<file path="src/rtl/core/mevq_pkg.sv">
`timescale 1ns / 1ps

package mevq_pkg;

   // Field widths
   localparam int CFG_W       = 15;
   localparam int POS_W       = 16;
   localparam int CARRY_W     = 17;
   localparam int CSR_INDEX_W = 1;

   // Wheel counts per notch
   localparam int NOTCH_COUNTS = 120;

   // Configuration register indexes and reset values
   localparam logic [CSR_INDEX_W-1:0] CSR_WIDTH  = 1'd0;
   localparam logic [CSR_INDEX_W-1:0] CSR_HEIGHT = 1'd1;
   localparam logic [CFG_W-1:0] WIDTH_RESET  = 15'd640;
   localparam logic [CFG_W-1:0] HEIGHT_RESET = 15'd480;

   // Message kinds
   localparam logic [2:0] KIND_MOVE  = 3'd0;
   localparam logic [2:0] KIND_LDOWN = 3'd1;
   localparam logic [2:0] KIND_RDOWN = 3'd2;
   localparam logic [2:0] KIND_LUP   = 3'd3;
   localparam logic [2:0] KIND_RUP   = 3'd4;
   localparam logic [2:0] KIND_WHEEL = 3'd5;
   localparam logic [2:0] KIND_READ  = 3'd6;
   localparam logic [2:0] KIND_FLUSH = 3'd7;

   // Result categories
   localparam logic [2:0] CAT_MOTION     = 3'd0;
   localparam logic [2:0] CAT_WHEEL_DOWN = 3'd5;
   localparam logic [2:0] CAT_WHEEL_UP   = 3'd6;
   localparam logic [2:0] CAT_NONE       = 3'd7;

   // Event types
   localparam logic [3:0] EV_MOVE      = 4'd0;
   localparam logic [3:0] EV_LEAVE     = 4'd1;
   localparam logic [3:0] EV_ENTER     = 4'd2;
   localparam logic [3:0] EV_LPRESS    = 4'd3;
   localparam logic [3:0] EV_LRELEASE  = 4'd4;
   localparam logic [3:0] EV_RPRESS    = 4'd5;
   localparam logic [3:0] EV_RRELEASE  = 4'd6;
   localparam logic [3:0] EV_WHEELUP   = 4'd7;
   localparam logic [3:0] EV_WHEELDOWN = 4'd8;

   typedef struct packed {
      logic [2:0]              kind;
      logic signed [POS_W-1:0] pos_x;
      logic signed [POS_W-1:0] pos_y;
      logic                    buttons_held;
      logic signed [POS_W-1:0] wheel_turn;
   } req_type;

   typedef struct packed {
      logic [2:0]              category;
      logic                    event_valid;
      logic [3:0]              event_type;
      logic signed [POS_W-1:0] event_x;
      logic signed [POS_W-1:0] event_y;
      logic                    event_left;
      logic                    event_right;
      logic                    capture_set;
      logic                    capture_release;
      logic                    in_window;
   } rsp_type;

   typedef struct packed {
      logic [CFG_W-1:0] width;
      logic [CFG_W-1:0] height;
   } cfg_type;

   // One stored event
   typedef struct packed {
      logic [3:0]       etype;
      logic [POS_W-1:0] x;
      logic [POS_W-1:0] y;
      logic             left;
      logic             right;
   } entry_type;

   typedef enum logic [1:0] {
      OP_NOP   = 2'd0,
      OP_PUSH  = 2'd1,
      OP_POP   = 2'd2,
      OP_FLUSH = 2'd3
   } op_code_type;

   // Queue operation from the front to the back; last closes an item
   typedef struct packed {
      op_code_type code;
      logic        last;
      entry_type   entry;
   } op_type;

   // Per-item status latched by the front
   typedef struct packed {
      logic [2:0] category;
      logic       capture_set;
      logic       capture_release;
      logic       in_window;
   } info_type;

   // Completion from the back
   typedef struct packed {
      logic      done;
      logic      pop_ok;
      entry_type entry;
   } done_type;

endpackage

</file>
<file path="src/rtl/core/mevq_front.sv">
`timescale 1ns / 1ps

module mevq_front (
   input  logic                clock,
   input  logic                reset,
   input  logic                take,
   input  mevq_pkg::req_type   req,
   input  mevq_pkg::cfg_type   cfg,
   input  logic                opq_full,
   output logic                op_valid,
   output mevq_pkg::op_type    op,
   output mevq_pkg::info_type  info
);

   typedef enum logic [3:0] {
      S_IDLE   = 4'b0001,
      S_FIRST  = 4'b0010,
      S_SECOND = 4'b0100,
      S_WHEEL  = 4'b1000
   } state_type;

   localparam logic signed [mevq_pkg::CARRY_W-1:0] STEP =
      mevq_pkg::CARRY_W'(mevq_pkg::NOTCH_COUNTS);

   state_type state_ff, state_in;

   logic [mevq_pkg::POS_W-1:0]          cur_x_ff, cur_x_in;
   logic [mevq_pkg::POS_W-1:0]          cur_y_ff, cur_y_in;
   logic                                inside_ff, inside_in;
   logic                                left_ff, left_in;
   logic                                right_ff, right_in;
   logic signed [mevq_pkg::CARRY_W-1:0] carry_ff, carry_in;
   mevq_pkg::op_code_type               first_code_ff, first_code_in;
   logic [3:0]                          first_ev_ff, first_ev_in;
   logic                                second_ff, second_in;
   logic [3:0]                          second_ev_ff, second_ev_in;
   mevq_pkg::info_type                  info_ff, info_in;

   logic                                pos_inside;
   logic signed [mevq_pkg::CARRY_W-1:0] carry_step;
   mevq_pkg::entry_type                 snap;

   // Test the message position against the client area
   assign pos_inside = !req.pos_x[mevq_pkg::POS_W-1]
                    && (req.pos_x[mevq_pkg::CFG_W-1:0] < cfg.width)
                    && !req.pos_y[mevq_pkg::POS_W-1]
                    && (req.pos_y[mevq_pkg::CFG_W-1:0] < cfg.height);

   // Snapshot of position and buttons for the event being pushed
   always_comb begin
      snap.etype = mevq_pkg::EV_MOVE;
      snap.x     = cur_x_ff;
      snap.y     = cur_y_ff;
      snap.left  = left_ff;
      snap.right = right_ff;
   end

   // Classify on acceptance, then issue queue operations one a cycle while opq_full is low
   always_comb begin
      state_in      = state_ff;
      cur_x_in      = cur_x_ff;
      cur_y_in      = cur_y_ff;
      inside_in     = inside_ff;
      left_in       = left_ff;
      right_in      = right_ff;
      carry_in      = carry_ff;
      first_code_in = first_code_ff;
      first_ev_in   = first_ev_ff;
      second_in     = second_ff;
      second_ev_in  = second_ev_ff;
      info_in       = info_ff;
      carry_step    = carry_ff;
      op_valid      = 1'b0;
      op            = '0;

      case (state_ff)
         S_IDLE: begin
            if (take) begin
               first_code_in        = mevq_pkg::OP_PUSH;
               second_in            = 1'b0;
               info_in.capture_set     = 1'b0;
               info_in.capture_release = 1'b0;
               info_in.category        = req.kind;
               state_in             = S_FIRST;
               case (req.kind)
                  mevq_pkg::KIND_MOVE: begin
                     info_in.category = mevq_pkg::CAT_MOTION;
                     if (pos_inside || req.buttons_held) begin
                        cur_x_in    = req.pos_x;
                        cur_y_in    = req.pos_y;
                        first_ev_in = mevq_pkg::EV_MOVE;
                        if (pos_inside && !inside_ff) begin
                           inside_in           = 1'b1;
                           second_in           = 1'b1;
                           second_ev_in        = mevq_pkg::EV_ENTER;
                           info_in.capture_set = 1'b1;
                        end
                     end else begin
                        inside_in               = 1'b0;
                        first_ev_in             = mevq_pkg::EV_LEAVE;
                        info_in.capture_release = 1'b1;
                     end
                  end
                  mevq_pkg::KIND_LDOWN: begin
                     left_in     = 1'b1;
                     first_ev_in = mevq_pkg::EV_LPRESS;
                  end
                  mevq_pkg::KIND_RDOWN: begin
                     right_in    = 1'b1;
                     first_ev_in = mevq_pkg::EV_RPRESS;
                  end
                  mevq_pkg::KIND_LUP, mevq_pkg::KIND_RUP: begin
                     if (req.kind == mevq_pkg::KIND_LUP) begin
                        left_in     = 1'b0;
                        first_ev_in = mevq_pkg::EV_LRELEASE;
                     end else begin
                        right_in    = 1'b0;
                        first_ev_in = mevq_pkg::EV_RRELEASE;
                     end
                     if (!pos_inside) begin
                        inside_in               = 1'b0;
                        second_in               = 1'b1;
                        second_ev_in            = mevq_pkg::EV_LEAVE;
                        info_in.capture_release = 1'b1;
                     end
                  end
                  mevq_pkg::KIND_WHEEL: begin
                     carry_in = carry_ff
                              + mevq_pkg::CARRY_W'(req.wheel_turn);
                     info_in.category = req.wheel_turn[mevq_pkg::POS_W-1]
                                      ? mevq_pkg::CAT_WHEEL_DOWN
                                      : mevq_pkg::CAT_WHEEL_UP;
                     state_in = S_WHEEL;
                  end
                  mevq_pkg::KIND_READ: begin
                     first_code_in    = mevq_pkg::OP_POP;
                     info_in.category = mevq_pkg::CAT_NONE;
                  end
                  default: begin
                     first_code_in    = mevq_pkg::OP_FLUSH;
                     info_in.category = mevq_pkg::CAT_NONE;
                  end
               endcase
               info_in.in_window = inside_in;
            end
         end
         S_FIRST: begin
            if (!opq_full) begin
               op_valid = 1'b1;
               op.code  = first_code_ff;
               op.last  = !second_ff;
               if (first_code_ff == mevq_pkg::OP_PUSH) begin
                  op.entry       = snap;
                  op.entry.etype = first_ev_ff;
               end
               state_in = second_ff ? S_SECOND : S_IDLE;
            end
         end
         S_SECOND: begin
            if (!opq_full) begin
               op_valid       = 1'b1;
               op.code        = mevq_pkg::OP_PUSH;
               op.last        = 1'b1;
               op.entry       = snap;
               op.entry.etype = second_ev_ff;
               state_in       = S_IDLE;
            end
         end
         S_WHEEL: begin
            // Take one notch off the carry a cycle while opq_full is low
            if (!opq_full) begin
               op_valid = 1'b1;
               if (carry_ff >= STEP) begin
                  carry_step     = carry_ff - STEP;
                  op.code        = mevq_pkg::OP_PUSH;
                  op.entry       = snap;
                  op.entry.etype = mevq_pkg::EV_WHEELUP;
               end else if (carry_ff <= -STEP) begin
                  carry_step     = carry_ff + STEP;
                  op.code        = mevq_pkg::OP_PUSH;
                  op.entry       = snap;
                  op.entry.etype = mevq_pkg::EV_WHEELDOWN;
               end else begin
                  op.code = mevq_pkg::OP_NOP;
               end
               carry_in = carry_step;
               op.last  = (carry_step < STEP) && (carry_step > -STEP);
               if (op.last) begin
                  state_in = S_IDLE;
               end
            end
         end
         default: begin
            state_in = S_IDLE;
         end
      endcase
   end

   // Control state
   always_ff @(posedge clock) begin
      if (reset) begin
         state_ff  <= S_IDLE;
         cur_x_ff  <= '0;
         cur_y_ff  <= '0;
         inside_ff <= 1'b0;
         left_ff   <= 1'b0;
         right_ff  <= 1'b0;
         carry_ff  <= '0;
      end else begin
         state_ff  <= state_in;
         cur_x_ff  <= cur_x_in;
         cur_y_ff  <= cur_y_in;
         inside_ff <= inside_in;
         left_ff   <= left_in;
         right_ff  <= right_in;
         carry_ff  <= carry_in;
      end
   end

   // Per-item plan and status
   always_ff @(posedge clock) begin
      first_code_ff <= first_code_in;
      first_ev_ff   <= first_ev_in;
      second_ff     <= second_in;
      second_ev_ff  <= second_ev_in;
      info_ff       <= info_in;
   end

   assign info = info_ff;

endmodule

</file>
<file path="src/rtl/core/mevq_opq.sv">
`timescale 1ns / 1ps

module mevq_opq (
   input  logic              clock,
   input  logic              reset,
   input  logic              wr_valid,
   input  mevq_pkg::op_type  wr_op,
   output logic              full,
   output logic              rd_valid,
   output mevq_pkg::op_type  rd_op
);

   localparam int DEPTH = 4;

   mevq_pkg::op_type slot_ff [DEPTH];
   logic [1:0]       wr_ptr_ff, wr_ptr_in;
   logic [1:0]       rd_ptr_ff, rd_ptr_in;
   logic [2:0]       count_ff, count_in;

   assign full     = (count_ff == 3'(DEPTH));
   assign rd_valid = (count_ff != '0);
   assign rd_op    = slot_ff[rd_ptr_ff];

   // Advance pointers; the back drains one operation a cycle
   always_comb begin
      wr_ptr_in = wr_ptr_ff;
      rd_ptr_in = rd_ptr_ff;
      count_in  = count_ff;
      if (wr_valid && !full) begin
         wr_ptr_in = wr_ptr_ff + 2'd1;
      end
      if (rd_valid) begin
         rd_ptr_in = rd_ptr_ff + 2'd1;
      end
      count_in = count_ff + 3'(wr_valid && !full) - 3'(rd_valid);
   end

   always_ff @(posedge clock) begin
      if (reset) begin
         wr_ptr_ff <= '0;
         rd_ptr_ff <= '0;
         count_ff  <= '0;
      end else begin
         wr_ptr_ff <= wr_ptr_in;
         rd_ptr_ff <= rd_ptr_in;
         count_ff  <= count_in;
      end
   end

   // Hold queued operations
   always_ff @(posedge clock) begin
      if (wr_valid && !full) begin
         slot_ff[wr_ptr_ff] <= wr_op;
      end
   end

endmodule

</file>
<file path="src/rtl/core/mevq_back.sv">
`timescale 1ns / 1ps

module mevq_back #(
   parameter int QUEUE_DEPTH = 16
) (
   input  logic                clock,
   input  logic                reset,
   input  logic                op_valid,
   input  mevq_pkg::op_type    op,
   output mevq_pkg::done_type  done
);

   localparam int PTR_W = (QUEUE_DEPTH > 1) ? $clog2(QUEUE_DEPTH) : 1;
   localparam int CNT_W = $clog2(QUEUE_DEPTH + 1);
   localparam logic [PTR_W-1:0] LAST_SLOT = PTR_W'(QUEUE_DEPTH - 1);
   localparam logic [CNT_W-1:0] FULL_CNT  = CNT_W'(QUEUE_DEPTH);
   localparam logic [CNT_W:0]   WRAP_SUM  = (CNT_W + 1)'(QUEUE_DEPTH);

   mevq_pkg::entry_type store_mem [QUEUE_DEPTH];

   logic [PTR_W-1:0]    head_ff, head_in;
   logic [CNT_W-1:0]    count_ff, count_in;
   logic                done_ff, done_in;
   logic                pop_ok_ff, pop_ok_in;
   mevq_pkg::entry_type rd_data_ff;

   logic                wr_en;
   logic                rd_en;
   logic [PTR_W-1:0]    wr_addr;
   logic [PTR_W-1:0]    head_next;
   logic [CNT_W:0]      slot_sum;

   assign head_next = (head_ff == LAST_SLOT) ? '0 : head_ff + PTR_W'(1);

   // Carry out one queue operation a cycle
   always_comb begin
      head_in   = head_ff;
      count_in  = count_ff;
      wr_en     = 1'b0;
      rd_en     = 1'b0;
      wr_addr   = head_ff;
      pop_ok_in = 1'b0;
      slot_sum  = (CNT_W + 1)'(head_ff) + (CNT_W + 1)'(count_ff);
      if (slot_sum >= WRAP_SUM) begin
         slot_sum = slot_sum - WRAP_SUM;
      end
      if (op_valid) begin
         case (op.code)
            mevq_pkg::OP_PUSH: begin
               wr_en = 1'b1;
               if (count_ff < FULL_CNT) begin
                  wr_addr  = slot_sum[PTR_W-1:0];
                  count_in = count_ff + CNT_W'(1);
               end else begin
                  // Overwrite the oldest entry
                  head_in = head_next;
               end
            end
            mevq_pkg::OP_POP: begin
               if (count_ff != '0) begin
                  rd_en     = 1'b1;
                  pop_ok_in = 1'b1;
                  head_in   = head_next;
                  count_in  = count_ff - CNT_W'(1);
               end
            end
            mevq_pkg::OP_FLUSH: begin
               head_in  = '0;
               count_in = '0;
            end
            default: begin
            end
         endcase
      end
      done_in = op_valid && op.last;
   end

   always_ff @(posedge clock) begin
      if (reset) begin
         head_ff  <= '0;
         count_ff <= '0;
         done_ff  <= 1'b0;
      end else begin
         head_ff  <= head_in;
         count_ff <= count_in;
         done_ff  <= done_in;
      end
   end

   always_ff @(posedge clock) begin
      pop_ok_ff <= pop_ok_in;
   end

   // Event store: one write port, one registered read port
   always_ff @(posedge clock) begin
      if (wr_en) begin
         store_mem[wr_addr] <= op.entry;
      end
   end

   always_ff @(posedge clock) begin
      if (rd_en) begin
         rd_data_ff <= store_mem[head_ff];
      end
   end

   assign done.done   = done_ff;
   assign done.pop_ok = pop_ok_ff;
   assign done.entry  = rd_data_ff;

endmodule

</file>
<file path="src/rtl/core/mouse_event_queue.sv">
`timescale 1ns / 1ps
// Channel    Handshake                 Payload
// request    start / busy              req_data  (mevq_pkg::req_type)
// result     rsp_valid strobe          rsp_data  (mevq_pkg::rsp_type)
// config     csr_valid / csr_ready     csr_index, csr_data
//
// An item issues at least one queue operation: one push per wheel notch, so a wheel
// item queues as many pushes as its notches. Operations pass from the front through the
// operation queue to the back; the item's last operation ends it with a result strobe.
// The back executes one push, pop or flush a cycle on an event store with one write
// port and one registered read port; the next item is taken at the earliest at the
// edge that ends the strobe cycle.
// Reset clears position, flags, carry and queue pointers; the store needs no clear.
// busy stays high from acceptance until the result strobe; results cannot be held off.

module mouse_event_queue #(
   parameter int QUEUE_DEPTH = 16
) (
   input  logic                                 clock,
   input  logic                                 reset,
   input  logic                                 start,
   output logic                                 busy,
   input  mevq_pkg::req_type                    req_data,
   output logic                                 rsp_valid,
   output mevq_pkg::rsp_type                    rsp_data,
   input  logic                                 csr_valid,
   output logic                                 csr_ready,
   input  logic [mevq_pkg::CSR_INDEX_W-1:0]     csr_index,
   input  logic [mevq_pkg::CFG_W-1:0]           csr_data
);

   logic               busy_ff, busy_in;
   logic               rsp_valid_ff;
   mevq_pkg::rsp_type  rsp_data_ff, rsp_data_in;
   mevq_pkg::cfg_type  cfg_ff, cfg_in;

   logic               take;
   logic               front_op_valid;
   mevq_pkg::op_type   front_op;
   mevq_pkg::info_type info;
   logic               opq_full;
   logic               back_op_valid;
   mevq_pkg::op_type   back_op;
   mevq_pkg::done_type done;

   assign take      = start && !busy_ff;
   assign busy      = busy_ff;
   assign csr_ready = !busy_ff;
   assign rsp_valid = rsp_valid_ff;
   assign rsp_data  = rsp_data_ff;

   mevq_front u_front (
      .clock    (clock),
      .reset    (reset),
      .take     (take),
      .req      (req_data),
      .cfg      (cfg_ff),
      .opq_full (opq_full),
      .op_valid (front_op_valid),
      .op       (front_op),
      .info     (info)
   );

   mevq_opq u_opq (
      .clock    (clock),
      .reset    (reset),
      .wr_valid (front_op_valid),
      .wr_op    (front_op),
      .full     (opq_full),
      .rd_valid (back_op_valid),
      .rd_op    (back_op)
   );

   mevq_back #(
      .QUEUE_DEPTH (QUEUE_DEPTH)
   ) u_back (
      .clock    (clock),
      .reset    (reset),
      .op_valid (back_op_valid),
      .op       (back_op),
      .done     (done)
   );

   // Write configuration registers
   always_comb begin
      cfg_in = cfg_ff;
      if (csr_valid && csr_ready) begin
         case (csr_index)
            mevq_pkg::CSR_WIDTH:  cfg_in.width  = csr_data;
            mevq_pkg::CSR_HEIGHT: cfg_in.height = csr_data;
            default: begin
            end
         endcase
      end
   end

   // Track the item in flight
   always_comb begin
      busy_in = busy_ff;
      if (take) begin
         busy_in = 1'b1;
      end else if (done.done) begin
         busy_in = 1'b0;
      end
   end

   // Assemble the result transaction
   always_comb begin
      rsp_data_in                 = '0;
      rsp_data_in.category        = info.category;
      rsp_data_in.capture_set     = info.capture_set;
      rsp_data_in.capture_release = info.capture_release;
      rsp_data_in.in_window       = info.in_window;
      if (done.pop_ok) begin
         rsp_data_in.event_valid = 1'b1;
         rsp_data_in.event_type  = done.entry.etype;
         rsp_data_in.event_x     = done.entry.x;
         rsp_data_in.event_y     = done.entry.y;
         rsp_data_in.event_left  = done.entry.left;
         rsp_data_in.event_right = done.entry.right;
      end
   end

   always_ff @(posedge clock) begin
      if (reset) begin
         busy_ff      <= 1'b0;
         rsp_valid_ff <= 1'b0;
         cfg_ff.width  <= mevq_pkg::WIDTH_RESET;
         cfg_ff.height <= mevq_pkg::HEIGHT_RESET;
      end else begin
         busy_ff      <= busy_in;
         rsp_valid_ff <= done.done;
         cfg_ff       <= cfg_in;
      end
   end

   always_ff @(posedge clock) begin
      rsp_data_ff <= rsp_data_in;
   end

endmodule

</file>
<file path="config.mk">
export PLATFORM = sky130hd
export DESIGN_NAME = mouse_event_queue
export DESIGN_NICKNAME = d
export VERILOG_FILES = /design/src/rtl/core/mevq_pkg.sv /design/src/rtl/core/mevq_front.sv /design/src/rtl/core/mevq_opq.sv /design/src/rtl/core/mevq_back.sv /design/src/rtl/core/mouse_event_queue.sv
export SDC_FILE = /design/constraint.sdc
export NUM_CORES = 1
export LEC_CHECK = 0
export ABC_CLOCK_PERIOD_IN_PS = 5400
export BUFFER_PORTS_ARGS = -buffer_cell sky130_fd_sc_hd__buf_2
export CORE_UTILIZATION = 30
export DETAILED_ROUTE_END_ITERATION = 12
export GPL_TIMING_DRIVEN = 0
export HOLD_SLACK_MARGIN = 0.12
export PLACE_DENSITY = 0.46
export SLEW_MARGIN = 20
export SYNTH_ARGS = -nofsm -noshare
export SYNTH_HDL_FRONTEND = slang
export SYNTH_SLANG_ARGS = --single-unit
</file>
<file path="constraint.sdc">
create_clock -name clock -period 5.4 [get_ports clock]
set_input_delay 0.81 -clock clock [delete_from_list [all_inputs] [get_ports clock]]
set_output_delay 0.81 -clock clock [all_outputs]
set_load 0.01 [all_outputs]
</file>
# Yosys cells after proc, flatten, opt, wreduce, memory -nomap -nowiden
# Memories as Yosys holds them, arrays and structs flattened. A register that Yosys moved wholly into a read port is not among the register bits.
# Cells that the tools add are included.
[word_totals]
elab_cells = 207
mem_bits_ro = 0
latch_bits = 0
register_bits = 168
mem_count = 2
ramBits = 772
output_inout_bits = 48
input_bits = 72
[memory_table]
columns = ["memory", "words", "width", "read_ports", "rd_clocked_by_memory_dff", "write_ports", "line", "source"]
rows = [
  ["u_back.store_mem", 16, 38, 1, 1, 1, "mevq_back.sv:19", "mevq_pkg::entry_type store_mem [QUEUE_DEPTH];"],
  ["u_opq.slot_ff", 4, 41, 1, 1, 1, "mevq_opq.sv:15", "mevq_pkg::op_type slot_ff [DEPTH];"],
]
[op_classes]
n_eq_ne = 30
n_div = 0
magnitude_cmp = 8
n_bitwise = 1
muxes = 76
n_addsub = 12
reduce_logical = 42
n_shift = 0
mul = 0
[op_table]
columns = ["op", "count"]
rows = [
  ["$pmux W41 S3", 1],
  ["$mux W17", 7],
  ["$mux W38", 3],
  ["$mux W41", 2],
  ["$mux W4", 16],
  ["$mux W40", 1],
  ["$mux W39", 1],
  ["$pmux W17 S2", 1],
  ["$pmux W4 S4", 2],
  ["$lt A15 B15 Y1", 2],
  ["$mux W1", 24],
  ["$reduce_and A4 Y1", 6],
  ["$add A17 B16 Y17", 1],
  ["$add A17 B8 Y17 const B", 1],
  ["$ge A17 B8 Y1 const B", 1],
  ["$gt A17 B8 Y1 const B", 1],
  ["$le A17 B8 Y1 const B", 1],
  ["$lt A17 B8 Y1 const B", 1],
  ["$sub A17 B8 Y17 const B", 1],
  ["$ne A2 B2 Y1 const B", 8],
  ["$pmux W5 S3", 1],
  ["$eq A3 B3 Y1 const B", 4],
  ["$ne A2 B1 Y1 const B", 6],
  ["$pmux W4 S3", 1],
  ["42 further kinds", 76],
]

# Logic depth before layout (Yosys ltp)
# Gate-level depths: netlist of run 1.
[depth]
ltp_word = 10
mapped_depth = 11

# Cells and area by module
# From an unflattened synthesis of run 1, not the netlist that was laid out.
[unflattened]
cells_unflattened = 2332
hier_area_um2 = 39952.1
[modules_own_cells]
columns = ["module", "instances", "cells_each", "area_per_inst_um2", "seq_area_each_um2"]
rows = [
  ["mevq_back", 1, 1140, 25284.2, 19618.8],
  ["mevq_opq", 1, 263, 6431.2, 5104.9],
  ["mevq_front", 1, 713, 5745.5, 1541.5],
  ["mouse_event_queue", 1, 216, 2491.1, 1541.5],
]

# Worst setup path after synthesis of run 1
# No wires, ideal clock.
[synth_timing]
path_type = "register to register"
start = "register with a tool-made name"
end = "register, netlist name u_back.done[0]"
setup_ps = 482
period_less_slack_ps = 4335
required_time_ps = 4918
path_stages_with_launch = 4
path_buffers = 1
setup_slack_ps = 1065
arrival_time_ps = 3853
cell_sequence = "dfxtp_1 > clkbuf_1 > mux4_2 > nor3_1"

# Worst setup path in the final report of run 1
[layout_timing]
start = "register u_back.head_ff[1]"
end = "memory u_back.store_mem[14][26] (netlist bit) (enable)"
[layout_via]
elab_chain_cells = 6
[layout_lines]
columns = ["element", "line", "source"]
rows = [
  ["start, declared", "mevq_back.sv:21", "logic [PTR_W-1:0] head_ff, head_in;"],
  ["start signal, assigned", "mevq_back.sv:84", "head_ff <= head_in;"],
  ["$add A4 B5 Y6", "mevq_back.sv:43", "slot_sum = (CNT_W + 1)'(head_ff) + (CNT_W + 1)'(count_ff);"],
  ["$ge A6 B5 Y1 / $sub A4 B1 Y4 (equally long branches)", "mevq_back.sv:44, mevq_back.sv:45", ""],
  ["$mux W4", "mevq_back.sv:44", "if (slot_sum >= WRAP_SUM) begin"],
  ["$mux W4", "mevq_back.sv:51", "if (count_ff < FULL_CNT) begin"],
  ["$mux W4", "mevq_back.sv:48", "case (op.code)"],
  ["$mux W4 *", "mevq_back.sv:47", "if (op_valid) begin"],
  ["end, declared", "mevq_back.sv:19", ""],
]
# Every way passes the cells marked *; elsewhere a longest branch is shown, timed or not.

==> results of run 1 <==
==> cells by family after synthesis <==
group / Yosys count / synth area share, %
xor+xnor: 26 / 0.5824
simple gates: 479 / 6.144
compound gates: 236 / 3.994
fa+ha+maj: 64 / 2.125
buf+inv: 176 / 1.789
mux: 269 / 14.25
flops: 977 / 71.12
==> stage by stage <==
stage | setup TNS [ps] | hold WS (ps) | std cells | setup slack, ps
final | 0 | 351.3 | 4327 | 826.4
after global routing | 0 | 369.5 | 4326 | 573.1
after CTS | 0 | 347.9 | 4326 | 490.9
after detailed placement | 0 | 329.8 | 4130 | 507.2
after global placement | -1383130 | 338.0 | 4087 | -3036
after floorplan | 0 | 323.3 | 2227 | 1065
==> flip-flops by register name, indices dropped and copies added (netlist names), 2 cells and up, named ones only <==
signal	cells
u_front.second_ev_ff	2
u_front.cur_x_ff	16
u_back.head_ff	4
u_opq.count_ff	3
u_opq.wr_ptr_ff	2
u_back.count_ff	5
u_front.carry_ff	17
u_front.info	6
u_opq.slot_ff	164
u_front.first_code_ff	2
u_front.first_ev_ff	3
u_back.done	38
u_back.store_mem	608
u_front.state_ff	4
u_front.cur_y_ff	16
rsp_data	45
cfg_ff	30
u_opq.rd_ptr_ff	2
==> worst max-delay path by stage <==
| stage | start | end | slack (ps) | cells past startpoint |
|---|---|---|---|---|
| 2_1_floorplan | register | u_back.done[0]$_DFFE_PP_ | 1060 | 3 |
| 3_3_place_gp | register | u_back.pop_ok_ff$_DFF_P_ | -3040 | 3 |
| 3_5_place_dp | u_back.head_ff[1]$_SDFFE_PP0P_ | u_back.store_mem[14][26]$_DFFE_PP_ | 510 | 11 |
| 4_1_cts | u_back.head_ff[1]$_SDFFE_PP0P_ | u_back.store_mem[14][26]$_DFFE_PP_ | 490 | 11 |
| 5_1_grt | u_back.head_ff[1]$_SDFFE_PP0P_ | u_back.store_mem[4][12]$_DFFE_PP_ | 570 | 11 |
| 6_report | u_back.head_ff[1]$_SDFFE_PP0P_ | u_back.store_mem[14][26]$_DFFE_PP_ | 830 | 12 |
==> layout make-up <==
| cell class | count | area (um^2) | area share, % |
|---|---|---|---|
| Antenna cell | 1 | 2.502 | 0.005388 |
| Buffer | 113 | 480.5 | 1.034 |
| Clock buffer | 142 | 2880 | 6.201 |
| Clock inverter | 54 | 563.0 | 1.212 |
| Inverter | 63 | 236.5 | 0.5091 |
| Multi-Input combinational cell | 1074 | 10740 | 23.13 |
| Sequential cell | 977 | 27810 | 59.87 |
| Tap cell | 1742 | 2180 | 4.693 |
| Timing Repair Buffer | 161 | 1555 | 3.348 |
==> power groups by stage <==
stage / Clock [W] / Combinational, W / Sequential (W)
final: 0.00710 / 0.00409 / 0.00956
after floorplan: 0 / 0.00256 / 0.00972
after detailed placement: 0 / 0.00419 / 0.00973
after CTS: 0.00729 / 0.00420 / 0.00957
after global placement: 0 / 0.00391 / 0.00976
after global routing: 0.00755 / 0.00449 / 0.00961
==> layout by cell type, fill, tap and decap left out, types with 45 or more instances in the layout <==
master / synthesis / routed
ha_1: 60 / 60
nand2_1: 164 / 164
mux4_2: 230 / 230
nor2_1: 90 / 74
buf_2: 10 / 131
clkbuf_16: 0 / 105
o21ai_0: 48 / 45
a21oi_1: 72 / 72
dfxtp_1: 153 / 153
edfxtp_1: 824 / 824
inv_1: 62 / 62
clkbuf_1: 78 / 98
and2_1: 81 / 77
==> layer usage <==
layer	share of wire, %	global-route usage, %	routed length [um]
met1	44	19.82	43060
met2	50	25.32	48510
met3	4.5	2.536	4363
met4	1.7	3.351	1659
met5	0	0	0
==> results.toml, run 1 <==
[floorplanning]
core.rowCount = 132
die_w_um = 363.0
start_util_pct = 30.24
die_h_um = 363.0
ios = 120
coreArea_um2 = 129300
die-area_um2 = 131800

[placement]
globalplace.congestion = 0.8382
portBuffers = 118
place_hpwl_um = 66950
placed_cell_area_um2 = 42990

[clock_tree]
cts_buffers = 104
cts-root-buf = "clkbuf_16"
clock_sinks = 977
cts_resized = 0
clkSlewWorstSetupHoldPaths_ps = 60
clock_latency_ps = 700
clockBufferDepth = 3
ctsHoldBuffers = 0
post_cts_buffers = 0
htree_levels = 3
tritoncts = "built"

[power]
total_power_w = 0.02076
pwr-share-seq_pct = 46.1
power.leakage_nw = 14.96
netSwitchingPower_w = 0.005690
p_sw_share_pct = 27.41
ir_drop_v = 0.0002694
p_clk_share_pct = 34.2
p_comb_share_pct = 19.7
p_int_w = 0.01507
p_per_area_nw_per_um2 = 446.9

[worst_setup_path]
critical_path_buf_inv_count = 7
reg2reg_to = "u_back.store_mem[14][26]$_DFFE_PP_"
reg2regPathDepth = 12
r2r_slack_ps = 830
crit_type = "reg2reg"
endpoint_kind = "register"
slowest_stage = "buf_1"
arrival_ps = 4960
path_delay_family = "buffers and inverters"
slowest_delay_ps = 720
cp_cell_sequence = "clkbuf_1 -> buf_1 -> clkbuf_1 -> inv_1 -> fa_1 -> xnor2_1 -> mux2i_1 -> or2_1 -> nor2_4 -> buf_16 -> buf_16 -> buf_16"
cp.required_ps = 5780
crit_path_start_kind = "register"
r2r-start = "u_back.head_ff[1]$_SDFFE_PP0P_"
critPathMaxFanout = 15
cpMostUsedCell = "buf_16"

[sta]
rsz0062_at_grt = "false"
finalMaxSlewViolations = 0
final-setup-viol-count = 0
worst_pin_slew_ps = 1081
clock.fmax_mhz = 218.6
fin_skew_ps = 41.57
maxSlewHeadroom_pct = 27.92
hold_viol_final = 0
period_needed_ps = 4574
period_share_pct = 84.70

[grt]
gr-total-overflow = 0
antenna_found_initial = 0
grt_max_degree = 42
grt_pass1_vias = 21910
grt_usage_pct = 14.88
grt_pass1_wl_um = 144200

[synth]
ys_types = 85
syn_inst = 2227
synth_flop_cell = "edfxtp_1"
synthTopCellsByCount = "edfxtp_1, mux4_2, nand2_1"
yosysMostFrequentCell = "edfxtp_1"
ys_seq_area_share_pct = 71.12
synth-edff-count = 824
syn_nets = 2363
synth-seq-cells = 977
ys_warn_count = 0
synth_top_cell_area_share_pct = 63.28
syn_area_um2 = 39100
yosys.area.top_type = "edfxtp_1"
synth.avg_cell_area_um2 = 17.56
synth_top_cells_by_area = "edfxtp_1, mux4_2, dfxtp_1"
ys_async_sr_fraction_pct = 0

[final_layout]
stdcell_area_um2 = 46450
area_delta_synth_final_pct = 18.79
fin_nets = 2630
fillers = 12080
drive_above_1_share_pct = 23.72
final_util_pct = 35.92

[min_path]
hold_path_end = "rsp_data[44]$_DFF_P_"
holdPathStages = 0
hold_path_class = "reg2reg"
hp-start = "u_front.info[5]$_DFFE_PP_"

[route]
wl_um = 97590
dr.pass1.iters = 5
ant_nets = 0
drc = 0
via_count = 20880
via_per_inst = 4.825
drt_first_iter_violations = 1554
wire_per_inst_um = 22.55

[status]
status = "complete, no violations"

[flow_run]
cap_violations = 0
Power figures use the tool's default switching activity.
==> run 2: changes to the inputs <==
- ABC_CLOCK_PERIOD_IN_PS: 5400 -> 4120
- PLACE_DENSITY: 0.46 -> 0.48
- clock period: 5.4 -> 4.12 ns (I/O delays scaled with it)
==> results.toml, run 2 (same netlist as run 1, synthesis figures left out) <==
[power]
p_int_w = 0.01972
p_sw_share_pct = 27.43
p_clk_share_pct = 34.2
p_per_area_nw_per_um2 = 584.8
p_comb_share_pct = 19.7
pwr-share-seq_pct = 46.2
ir_drop_v = 0.0003272
power.leakage_nw = 14.96
netSwitchingPower_w = 0.007456

[sta]
hold_viol_final = 0
fin_hold_ws_ps = 202.2
period_share_pct = 93.34
clock.fmax_mhz = 260.0
period_needed_ps = 3846
rsz0062_at_grt = "false"
maxSlewHeadroom_pct = 27.91
finalMaxSlewViolations = 0
fin_skew_ps = 32.81
worst_pin_slew_ps = 1081
final-setup-viol-count = 0
setup_tns_ps = 0

[final_layout]
largest_reg_flops = 608
layout_common_cells = "edfxtp_1, mux4_2, nand2_1"
final_util_pct = 35.94
multi_input_area_um2 = 10750
final_common_cell = "edfxtp_1"
largest-register = "u_back.store_mem"
area_delta_synth_final_pct = 18.85
register_area_um2 = 27810
fillers = 12030
fin_nets = 2626
drive_above_1_share_pct = 23.87

[grt]
grt_pass1_wl_um = 144400
grt_usage_pct = 14.81
grt_max_degree = 42
grt_pass1_vias = 22100
gr-total-overflow = 0
antenna_found_initial = 3

[floorplanning]
die_h_um = 363.0
die-area_um2 = 131800
die_w_um = 363.0
start_util_pct = 30.24
coreArea_um2 = 129300
core.rowCount = 132
ios = 120

[clock_tree]
clkSlewWorstSetupHoldPaths_ps = 60
htree_levels = 3
clock_sinks = 977
tritoncts = "built"
cts-root-buf = "clkbuf_16"
clockBufferDepth = 3
cts_buffers = 103
clock_latency_ps = 690
ctsHoldBuffers = 0

[worst_setup_path]
reg2regPathDepth = 8
crit_type = "reg2reg"
cp.required_ps = 4500
arrival_ps = 4230
crit_path_start_kind = "register"
endpoint_kind = "register"
critPathMaxFanout = 15

[placement]
globalplace.congestion = 0.8208
portBuffers = 118
place_hpwl_um = 65750

[min_path]
holdPathStages = 3
hold_path_class = "in2reg"

[route]
wl_um = 96870
ant_nets = 0
drt_first_iter_violations = 1723
via_per_inst = 4.817
via_count = 20830
dr.pass1.iters = 7
drc = 0
wire_per_inst_um = 22.40

[status]
status = "complete, no violations"

[flow_run]
cap_violations = 0
run 2: routing by layer:
layer | global-route usage, % | vias to the layer above | routed length (um)
li1 | - | 9350 | -
met5 | 0 | - | 0
met4 | 3.251 | 0 | 1758
met2 | 25.06 | 512 | 47690
met3 | 2.344 | 132 | 4001
met1 | 20.00 | 10830 | 43420
run 2: layout make-up:
| cell class | count | share of cell area (%) |
|---|---|---|
| Antenna cell | 1 | 0.005385 |
| Buffer | 112 | 1.029 |
| Clock buffer | 153 | 6.456 |
| Clock inverter | 43 | 0.9370 |
| Inverter | 63 | 0.5089 |
| Multi-Input combinational cell | 1074 | 23.13 |
| Sequential cell | 977 | 59.84 |
| Tap cell | 1742 | 4.690 |
| Timing Repair Buffer | 159 | 3.406 |
run 2: worst paths after layout:
check | start | to | slack, ps
worst min register to register | u_front.info[5]$_DFFE_PP_ | rsp_data[44]$_DFF_P_ | 350
worst max register to register | register | u_back.store_mem[3][13]$_DFFE_PP_ | 270
worst max-delay path | register | u_back.store_mem[3][13]$_DFFE_PP_ | 270
worst min-delay path | csr_data[14] | cfg_ff[14]$_SDFFE_PP0P_ | 200
run 2: power groups by stage:
stage	Combinational (W)	Sequential (W)	Clock (W)
2_1_floorplan	0.00336	0.0127	0
3_3_place_gp	0.00506	0.0128	0
3_5_place_dp	0.00545	0.0128	0
4_1_cts	0.00547	0.0126	0.00952
5_1_grt	0.00588	0.0126	0.00990
6_report	0.00535	0.0125	0.00929
run 2: per-stage QoR:
stage	cells	total power (W)	setup slack (ps)	cell area, um^2
after global routing	4323	0.02837	41.21	46470
after global placement	4087	0.01785	-3452	41880
after CTS	4322	0.02754	271.6	46440
final	4324	0.02718	274.2	46470
after floorplan	2227	0.01609	-116.3	39110
after detailed placement	4126	0.01821	-689.4	43000
run 2: critical path, cell delays in order (launching register included):
cell and delay (ps):
dfxtp_1 300, clkbuf_1 370, mux4_2 670, nand2b_1 240, nor3_1 280, mux2i_1 430, nand2_1 340, nor2_4 640
buf_12 260
run 2: repair_timing:
| item | in CTS | in global routing |
|---|---|---|
| endpoints found under the setup margin | 596 | 0 |
| endpoints found under the hold margin | 0 | 0 |
| resized for setup | 4 | 0 |
| setup buffers | 1 | 0 |
